### src/fbp_pkg.sv
// shared types, constants and crc step for the framed block parser
`default_nettype none
package fbp_pkg;

  localparam int CNT_W     = 34;
  localparam int QDEPTH    = 4;
  localparam int QPTR_W    = $clog2(QDEPTH);
  localparam int QCNT_W    = $clog2(QDEPTH + 1);

  localparam logic [CNT_W-1:0] CNT_MAX    = {CNT_W{1'b1}};
  localparam logic [CNT_W-1:0] LEAD_END   = 34'd2;
  localparam logic [CNT_W-1:0] ID_END     = 34'd6;
  localparam logic [CNT_W-1:0] MID_END    = 34'd8;
  localparam logic [CNT_W-1:0] NUM_END    = 34'd12;
  localparam logic [CNT_W-1:0] HDR_BYTES  = 34'd16;
  localparam logic [CNT_W-1:0] TRL_BYTES  = 34'd8;

  localparam logic [31:0] CRC_POLY = 32'h04C1_1DB7;
  localparam logic [31:0] CRC_INIT = 32'hFFFF_FFFF;

  typedef enum logic [2:0] {
    ST_OK          = 3'd0,
    ST_SHORT       = 3'd1,
    ST_EXCEEDS     = 3'd2,
    ST_BAD_TRAILER = 3'd3,
    ST_CRC_BAD     = 3'd4
  } fbp_status_t;

  typedef enum logic {
    KIND_DATA    = 1'b0,
    KIND_SUMMARY = 1'b1
  } fbp_kind_t;

  typedef struct packed {
    logic [7:0] in_byte;
    logic       last_byte;
  } fbp_in_t;

  typedef struct packed {
    fbp_kind_t   kind;
    logic [7:0]  data_byte;
    fbp_status_t status;
    logic [15:0] lead_rsvd;
    logic [31:0] file_id;
    logic [15:0] mid_rsvd;
    logic [31:0] block_number;
    logic [31:0] data_len;
    logic        has_trailer;
    logic [31:0] trail_rsvd;
    logic [31:0] crc_value;
  } fbp_res_t;

  // results produced by one accepted item, in delivery order
  typedef struct packed {
    logic [1:0] n;
    fbp_res_t   e0;
    fbp_res_t   e1;
  } fbp_push_t;

  // msb-first crc-32 over one byte
  function automatic logic [31:0] crc_byte(logic [31:0] acc, logic [7:0] b);
    logic [31:0] c;
    c = acc ^ {b, 24'h0};
    for (int k = 0; k < 8; k++) begin
      c = c[31] ? ({c[30:0], 1'b0} ^ CRC_POLY) : {c[30:0], 1'b0};
    end
    return c;
  endfunction

endpackage
`default_nettype wire

### src/file_block_frame_parser_crc_top.sv
// top level of the framed block parser with crc-32/bzip2 check
// one payload byte per item, last_byte marking the end of a frame. the first
// sixteen bytes are captured as a big-endian header; the declared number of
// data bytes after it are forwarded one result each and folded into a
// crc-32/bzip2; anything beyond the data is kept as tail bytes. the final byte
// yields a summary result (after its own data result if it is a data byte).
// an item is taken every cycle while in_stall is low: the byte is processed in
// the cycle it is accepted and its results are visible from the next cycle,
// out of a four-entry result queue. in_stall rises only while that queue
// holds more than two results.
`default_nettype none
module file_block_frame_parser_crc_top import fbp_pkg::*; (
  input  wire logic     clk,
  input  wire logic     rst_n,
  input  wire logic     in_valid,
  output logic          in_stall,
  input  wire fbp_in_t  in_data,
  output logic          out_valid,
  input  wire logic     out_stall,
  output fbp_res_t      out_data
);

  fbp_push_t push;
  logic      q_full2;
  logic      accept;

  // byte taken when the queue can absorb the worst case of two results
  assign in_stall = q_full2;
  assign accept   = in_valid && !q_full2;

  // frame state, crc and result build
  fbp_parse u_parse (
    .clk    (clk),
    .rst_n  (rst_n),
    .accept (accept),
    .item   (in_data),
    .push   (push)
  );

  // result queue between the parser and the output channel
  fbp_outq u_outq (
    .clk       (clk),
    .rst_n     (rst_n),
    .push      (push),
    .full2     (q_full2),
    .out_valid (out_valid),
    .out_stall (out_stall),
    .out_data  (out_data)
  );

endmodule
`default_nettype wire

### src/fbp_parse.sv
// header capture, crc fold, tail shift and summary build for one byte
`default_nettype none
module fbp_parse import fbp_pkg::*; (
  input  wire logic      clk,
  input  wire logic      rst_n,
  input  wire logic      accept,
  input  wire fbp_in_t   item,
  output fbp_push_t      push
);

  logic [CNT_W-1:0] count_r, count_nxt;
  logic [15:0]      lead_r, lead_nxt;
  logic [31:0]      id_r, id_nxt;
  logic [15:0]      mid_r, mid_nxt;
  logic [31:0]      num_r, num_nxt;
  logic [31:0]      len_r, len_nxt;
  logic [31:0]      crc_r, crc_nxt;
  logic [63:0]      tail_r, tail_nxt;

  always_comb begin
    logic [7:0]       b;
    logic [CNT_W-1:0] pos;
    logic [CNT_W-1:0] data_end;
    logic [CNT_W-1:0] end_u;
    logic [CNT_W-1:0] total;
    logic [15:0]      lead_u;
    logic [31:0]      id_u;
    logic [15:0]      mid_u;
    logic [31:0]      num_u;
    logic [31:0]      len_u;
    logic [31:0]      crc_u;
    logic [63:0]      tail_u;
    fbp_res_t         data_res;
    fbp_res_t         sum_res;
    logic             is_data;

    b        = item.in_byte;
    pos      = count_r;
    data_end = HDR_BYTES + {{(CNT_W-32){1'b0}}, len_r};
    lead_u   = lead_r;
    id_u     = id_r;
    mid_u    = mid_r;
    num_u    = num_r;
    len_u    = len_r;
    crc_u    = crc_r;
    tail_u   = tail_r;
    is_data  = 1'b0;

    if (pos < LEAD_END) begin
      lead_u = {lead_r[7:0], b};
    end else if (pos < ID_END) begin
      id_u = {id_r[23:0], b};
    end else if (pos < MID_END) begin
      mid_u = {mid_r[7:0], b};
    end else if (pos < NUM_END) begin
      num_u = {num_r[23:0], b};
    end else if (pos < HDR_BYTES) begin
      len_u = {len_r[23:0], b};
    end else if (pos < data_end) begin
      crc_u   = crc_byte(crc_r, b);
      is_data = 1'b1;
    end else begin
      tail_u = {tail_r[55:0], b};
    end

    total = (count_r == CNT_MAX) ? count_r : count_r + 1'b1;
    end_u = HDR_BYTES + {{(CNT_W-32){1'b0}}, len_u};

    data_res           = '0;
    data_res.kind      = KIND_DATA;
    data_res.data_byte = b;

    sum_res      = '0;
    sum_res.kind = KIND_SUMMARY;
    if (total < HDR_BYTES) begin
      sum_res.status = ST_SHORT;
    end else if (total < end_u) begin
      sum_res.status = ST_EXCEEDS;
    end else begin
      sum_res.lead_rsvd    = lead_u;
      sum_res.file_id      = id_u;
      sum_res.mid_rsvd     = mid_u;
      sum_res.block_number = num_u;
      sum_res.data_len     = len_u;
      if (total == end_u) begin
        sum_res.status = ST_OK;
      end else if (total == end_u + TRL_BYTES) begin
        sum_res.has_trailer = 1'b1;
        sum_res.trail_rsvd  = tail_u[63:32];
        sum_res.crc_value   = tail_u[31:0];
        sum_res.status = ((crc_u ^ CRC_INIT) == tail_u[31:0]) ? ST_OK : ST_CRC_BAD;
      end else begin
        sum_res.status = ST_BAD_TRAILER;
      end
    end

    count_nxt = count_r;
    lead_nxt  = lead_r;
    id_nxt    = id_r;
    mid_nxt   = mid_r;
    num_nxt   = num_r;
    len_nxt   = len_r;
    crc_nxt   = crc_r;
    tail_nxt  = tail_r;
    push      = '0;

    if (accept) begin
      if (item.last_byte) begin
        // frame closes: back to the idle frame state
        count_nxt = '0;
        lead_nxt  = '0;
        id_nxt    = '0;
        mid_nxt   = '0;
        num_nxt   = '0;
        len_nxt   = '0;
        crc_nxt   = CRC_INIT;
        tail_nxt  = '0;
        if (is_data) begin
          push.n  = 2'd2;
          push.e0 = data_res;
          push.e1 = sum_res;
        end else begin
          push.n  = 2'd1;
          push.e0 = sum_res;
        end
      end else begin
        count_nxt = total;
        lead_nxt  = lead_u;
        id_nxt    = id_u;
        mid_nxt   = mid_u;
        num_nxt   = num_u;
        len_nxt   = len_u;
        crc_nxt   = crc_u;
        tail_nxt  = tail_u;
        if (is_data) begin
          push.n  = 2'd1;
          push.e0 = data_res;
        end
      end
    end
  end

  always_ff @(posedge clk) begin
    if (!rst_n) begin
      count_r <= '0;
      lead_r  <= '0;
      id_r    <= '0;
      mid_r   <= '0;
      num_r   <= '0;
      len_r   <= '0;
      crc_r   <= CRC_INIT;
      tail_r  <= '0;
    end else begin
      count_r <= count_nxt;
      lead_r  <= lead_nxt;
      id_r    <= id_nxt;
      mid_r   <= mid_nxt;
      num_r   <= num_nxt;
      len_r   <= len_nxt;
      crc_r   <= crc_nxt;
      tail_r  <= tail_nxt;
    end
  end

endmodule
`default_nettype wire

### src/fbp_outq.sv
// small result queue taking up to two items a cycle, giving one while out_stall is low
`default_nettype none
module fbp_outq import fbp_pkg::*; (
  input  wire logic      clk,
  input  wire logic      rst_n,
  input  wire fbp_push_t push,
  output logic           full2,
  output logic           out_valid,
  input  wire logic      out_stall,
  output fbp_res_t       out_data
);

  fbp_res_t          mem [QDEPTH];
  logic [QPTR_W-1:0] wr_r, wr_nxt;
  logic [QPTR_W-1:0] rd_r, rd_nxt;
  logic [QCNT_W-1:0] cnt_r, cnt_nxt;
  logic              pop;
  logic [QPTR_W-1:0] wr_p1;

  assign out_valid = (cnt_r != '0);
  assign out_data  = mem[rd_r];
  assign pop       = out_valid && !out_stall;
  // room for two more items is needed before taking a byte
  assign full2     = (cnt_r > QCNT_W'(QDEPTH - 2));
  assign wr_p1     = wr_r + 1'b1;

  always_comb begin
    wr_nxt  = wr_r + QPTR_W'(push.n);
    rd_nxt  = pop ? rd_r + 1'b1 : rd_r;
    cnt_nxt = cnt_r + QCNT_W'(push.n) - QCNT_W'(pop);
  end

  always_ff @(posedge clk) begin
    if (push.n != 2'd0) begin
      mem[wr_r] <= push.e0;
    end
    if (push.n == 2'd2) begin
      mem[wr_p1] <= push.e1;
    end
  end

  always_ff @(posedge clk) begin
    if (!rst_n) begin
      wr_r  <= '0;
      rd_r  <= '0;
      cnt_r <= '0;
    end else begin
      wr_r  <= wr_nxt;
      rd_r  <= rd_nxt;
      cnt_r <= cnt_nxt;
    end
  end

endmodule
`default_nettype wire
### config.mk
export PLATFORM = sky130hd
export DESIGN_NAME = file_block_frame_parser_crc_top
export DESIGN_NICKNAME = d
export VERILOG_FILES = /design/src/fbp_pkg.sv /design/src/file_block_frame_parser_crc_top.sv /design/src/fbp_parse.sv /design/src/fbp_outq.sv
export SDC_FILE = /design/constraint.sdc
export NUM_CORES = 2
export LEC_CHECK = 0
export CAP_MARGIN = 20
export CELL_PAD_IN_SITES_DETAIL_PLACEMENT = 1
export CELL_PAD_IN_SITES_GLOBAL_PLACEMENT = 2
export CORE_MARGIN = 5
export CORE_UTILIZATION = 30
export CTS_CLUSTER_DIAMETER = 200
export CTS_CLUSTER_SIZE = 20
export DETAILED_ROUTE_END_ITERATION = 8
export DONT_BUFFER_PORTS = 1
export PLACE_DENSITY = 0.63
export SETUP_SLACK_MARGIN = 0.15
export SLEW_MARGIN = 20
export SYNTH_ARGS = -nofsm -noshare
export SYNTH_HDL_FRONTEND = slang
export SYNTH_SLANG_ARGS = --single-unit
### constraint.sdc
create_clock -name clk -period 10.9 [get_ports clk]
set_input_delay 2.18 -clock clk [delete_from_list [all_inputs] [get_ports clk]]
set_output_delay 2.18 -clock clk [all_outputs]
set_load 0.01 [all_outputs]
Yosys cells after proc, flatten, opt, wreduce, memory -nomap -nowiden --
Memory sizes are Yosys's and may differ from the RTL's. A register that Yosys moved wholly into a read port is not among the register bits. Index checks and enable logic that the tools add are counted. W data, S select, Z words.
Word-level totals: register bits 265, memory bits (writable) 820, bits of input ports 13, logic and storage cells 122, memories 1
Cells by class: $add $sub $neg 9, magnitude comparators 9, equal/unequal tests 5, muxes and demuxes 71, bitwise logic cells 10, reductions and logical operators 6
Memory list:
- u_outq.mem | depth 4, bits a word 205, read ports 1, clocked after Yosys merged registers in 1, wr ports 2, RTL line fbp_outq.sv:13 | fbp_res_t mem [QDEPTH];
Operators by type and width (count):
- $mux W32 | 21
- $mux W64 | 7
- $mux W207 | 2
- $mux W412 | 1
- $mux W205 | 2
- $mux W193 | 2
- $mux W27 | 8
- $mux W206 | 1
- $mux W65 | 2
- $not A14 Y14 | 8
- $mux W16 | 6
- $eq A34 B34 Y1 | 2
- $lt A34 B34 Y1 | 2
- $lt A34 B4 Y1 const B | 2
- $lt A34 B5 Y1 const B | 2
- $mux W34 | 2
- $add A5 B32 Y33 const A | 2
- $add A34 B1 Y34 const B | 1
- $add A34 B4 Y34 const B | 1
- $eq A34 B34 Y1 const B | 1
- $lt A34 B2 Y1 const B | 1
- $lt A34 B3 Y1 const B | 1
- $eq A32 B32 Y1 | 1
- $not A32 Y32 | 1
- 14 further kinds | 31

Longest topological paths before layout --
depth after elaboration 36, mapped depth 34, depth with buffers taken out 27

Cells and area by module --
A second synthesis with hierarchy kept.
Second synthesis, totals: cell total of the unflattened synthesis 4820, area, all modules 60717.0 um2
By module, submodules not included:
- fbp_outq | times used 1, cells an instance 2036, area an instance 39690.6 um2
- fbp_parse | times used 1, cells an instance 2783, area an instance 21012.7 um2
- file_block_frame_parser_crc_top | times used 1, cells an instance 1, area an instance 13.8 um2

Worst setup path before layout --
Ideal clock, no wire load.
path type register to register, start point register u_parse.len_r[6], end point memory u_outq.mem[1][0] (netlist name) (enable), arrival 8.769 ns, path slack 1.584 ns, cell stages (with the launch flop) 26, period minus slack after synthesis 9.316 ns, cell sequence dfxtp_1 > buf_2 > buf_1 > nand3_1 > or2_2 > clkbuf_1 > nor4_1 > nand2_1 > xor2_1 > ha_1 > nand2_1 > nor2_1 > a211oi_1 > o21ai_0 > a211o_1 > a311o_1 > nor2_1 > buf_1 > inv_1 > ha_1 > nand2b_1 > nand2_1 > nand2_1 > and2_1 > clkbuf_1 > inv_1
RTL lines:
- from (decl) | RTL line fbp_parse.sv:16 | logic [31:0] len_r, len_nxt;
- from (signal assigned) | RTL line fbp_parse.sv:159 | len_r <= len_nxt;
- to (decl) | RTL line fbp_outq.sv:13

==> out/summary.txt <==
crit-path leading delay family - simple AND/OR/NAND/NOR gates
Max-cap violations - 0
CP Class - flop to flop
fin. max-slew vios - 0
Synth async-reset ratio - 0%
CTS clk-pin slew, worst paths - 0.11 ns
Post-CTS Setup Bufs - 0
Routed Antenna Nets - 0
minimum clock period - 8.95 ns
RSZ-0062 raised after global routing - false
root buf cell - clkbuf_16
first-pass GRT wire length - 269000 um
Tcrit/Tclk final - 82.1%
setup tns final - 0 ns
vias in the first global route - 37000
Initial Util - 30.2%
Min-Delay Path Class - flop to flop
count of different cell masters after synthesis - 98
hold buffers post-CTS - 0
Core ar. - 0.176 mm^2
sequential area share after synthesis - 55.6%
syn_nets - 4575
Remaining DRCs - 0
IO Pins - 220
Max clock buf depth - 3
P&R area growth vs syn - 7.62%
leak pwr - 16.8 nW
GP Congestion - 0.865
maximum clock frequency - 0.112 GHz
TritonCTS clock tree - yes
total grt overflow - 0
Syn. warnings - 0
Vias per Instance - 5.34
final design utilization - 32.5%
Crit path buffers/inverters - 3
largest net degree at the start of global routing - 236
Synth Flop Type - edfxtp_1
TritonCTS buffer count - 60
DR iter-0 viols - 2583
critical path's most frequent cell - nor2_1
Die X - 432 um
Startpoint Class - flop
input/output buffers - 0
initial antenna violation count - 2
via count - 35700
largest vdd supply drop - 0.109 mV
crit path max fanout - 57
fill cell count - 19200
wire per inst - 27.6 um
htree depth - 2
Final Hold Viols - 0
Arr. time, crit path - 9.37 ns
Mapped Avg Cell Area - 11.9 um^2
DRT Wirelength - 184000 um
Post-synth EDFFs - 788
Pwr Density - 151 mW/mm^2
Setup Viol. Count Final - 0
worst skew pair latency - 0.72 ns
gr usage total - 19.3%
die height - 432 um
FF+latch count, synth - 1087
Cells after Synth - 4485
final setup skew - 0.0749 ns
slew margin rel. - 19.0%
Setup crit end kind - flop
die area - 0.186 mm^2
CP Data Required Time - 11.32 ns
post-CTS sizing - 0
Detail Placement HPWL - 118000 um
post-synthesis cell area - 0.0533 mm^2
Worst path max stage delay - 0.79 ns
first drt pass iteration count - 5
row count - 154
outcome - complete, no violations
layout cells sized above 1 - 10.1%
Tightest Pin Transition - 1.21 ns
CP max-delay cell - or4_1
Net count, final - 4369
Sink Count - 1087
state kept, by name, summed over array words and instances (netlist names), named ones only:
register,cells
u_parse.lead_r,16
u_outq.wr_r,2
u_parse.crc_r,32
u_parse.tail_r,64
u_parse.count_r,34
u_outq.mem,820
u_parse.num_r,32
u_parse.id_r,32
u_outq.rd_r,2
u_parse.mid_r,16
u_outq.cnt_r,3
u_parse.len_r,32
cells in the mapped netlist, types with 22 or more instances:
cell,count,area (um^2)
a22o_1,34,298
and4_1,22,193
inv_1,59,221
edfxtp_1,788,23700
o21ai_0,74,370
and2_1,48,300
and3_1,23,144
xor2_1,97,850
nor2_1,872,3270
nand2_1,176,661
nor3_1,42,210
a21oi_1,83,415
clkbuf_1,235,882
mux2i_1,187,1870
buf_2,55,275
ha_1,76,951
nand3_1,82,410
dfxtp_1,299,5990
o211ai_1,28,210
buf_1,42,158
xnor2_1,154,1350
nand4_1,69,432
a22oi_1,194,1460
nor4_1,33,206
nor2b_1,226,1410
mux4_2,205,4620
layer usage:
metal  routed length [um]  GRT usage [%]  up-vias
met5                    0              0        -
met4                 6610           6.23        0
met3                 7290           2.64      214
met2                89700           32.9      709
met1                80700           25.4    18800
li1                     -              -    15900
stage by stage:
| stage | setup slack (ns) | std cells | hold WS (ns) | power (mW) | instance area [um^2] |
|---|---|---|---|---|---|
| final | 1.95 | 6672 | 0.482 | 8.65 | 57400 |
| after global routing | 1.20 | 6672 | 0.496 | 9.01 | 57400 |
| after CTS | 2.00 | 6671 | 0.486 | 8.83 | 57400 |
| after detailed placement | 2.06 | 6557 | 0.462 | 6.33 | 55600 |
| after global placement | 2.33 | 6557 | 0.455 | 6.32 | 55600 |
| after floorplan | 1.58 | 4485 | 0.443 | 5.79 | 53300 |
power breakdown:
| part | internal, mW | switching (mW) | total (mW) | leakage (nW) |
|---|---|---|---|---|
| registers | 4.54 | 0.0834 | 4.62 | 8.77 |
| logic | 0.570 | 0.967 | 1.54 | 7.18 |
| clock network | 1.07 | 1.42 | 2.49 | 0.834 |
| total | 6.18 | 2.47 | 8.65 | 16.8 |
layout make-up:
type,instances,area [um^2],share of cell area (%)
inverters,63,267,0.464
multi-input cells,2984,22000,38.4
clock buffers,111,1710,2.99
repair buffers,83,723,1.26
well taps,2340,2930,5.10
clock inverters,3,55.1,0.0960
flip-flops and latches,1087,29700,51.7
diodes,1,2.50,0.00436
cells by family after synthesis:
logic type,count (synthesis),share of synthesized area [%]
muxes,403,12.4
xor gates and xnor gates,256,4.33
AOI/OAI and AO/OA,560,7.36
DFF,1087,55.6
and+or+nand+nor,1688,15.2
adders and majority gates,77,1.82
buffers and inverters,414,3.29
final timing paths:
path,cells past startpoint,endpoint,slack [ns],from
min,1,u_outq.mem[2][199],0.48,u_outq.mem[2][199]
max reg2reg,27,u_outq.mem[0][61],1.95,u_parse.count_r[6]
max,27,u_outq.mem[0][61],1.95,u_parse.count_r[6]
min reg2reg,1,u_outq.mem[2][199],0.48,u_outq.mem[2][199]
cell usage in the layout (no fill, tap or decap), types with 28 or more instances in the layout:
| cell | netlist | routed |
|---|---|---|
| nor2_1 | 872 | 869 |
| edfxtp_1 | 788 | 788 |
| dfxtp_1 | 299 | 297 |
| nor2b_1 | 226 | 224 |
| mux4_2 | 205 | 205 |
| a22oi_1 | 194 | 194 |
| mux2i_1 | 187 | 187 |
| nand2_1 | 176 | 174 |
| xnor2_1 | 154 | 154 |
| xor2_1 | 97 | 97 |
| a21oi_1 | 83 | 83 |
| nand3_1 | 82 | 82 |
| ha_1 | 76 | 76 |
| buf_4 | 3 | 75 |
| o21ai_0 | 74 | 74 |
| nand4_1 | 69 | 69 |
| clkbuf_16 | 0 | 61 |
| inv_1 | 59 | 55 |
| clkbuf_1 | 235 | 50 |
| and2_1 | 48 | 47 |
| nor3_1 | 42 | 39 |
| a22o_1 | 34 | 34 |
| nor4_1 | 33 | 30 |
| o211ai_1 | 28 | 28 |
Power figures use the tool's default switching activity.
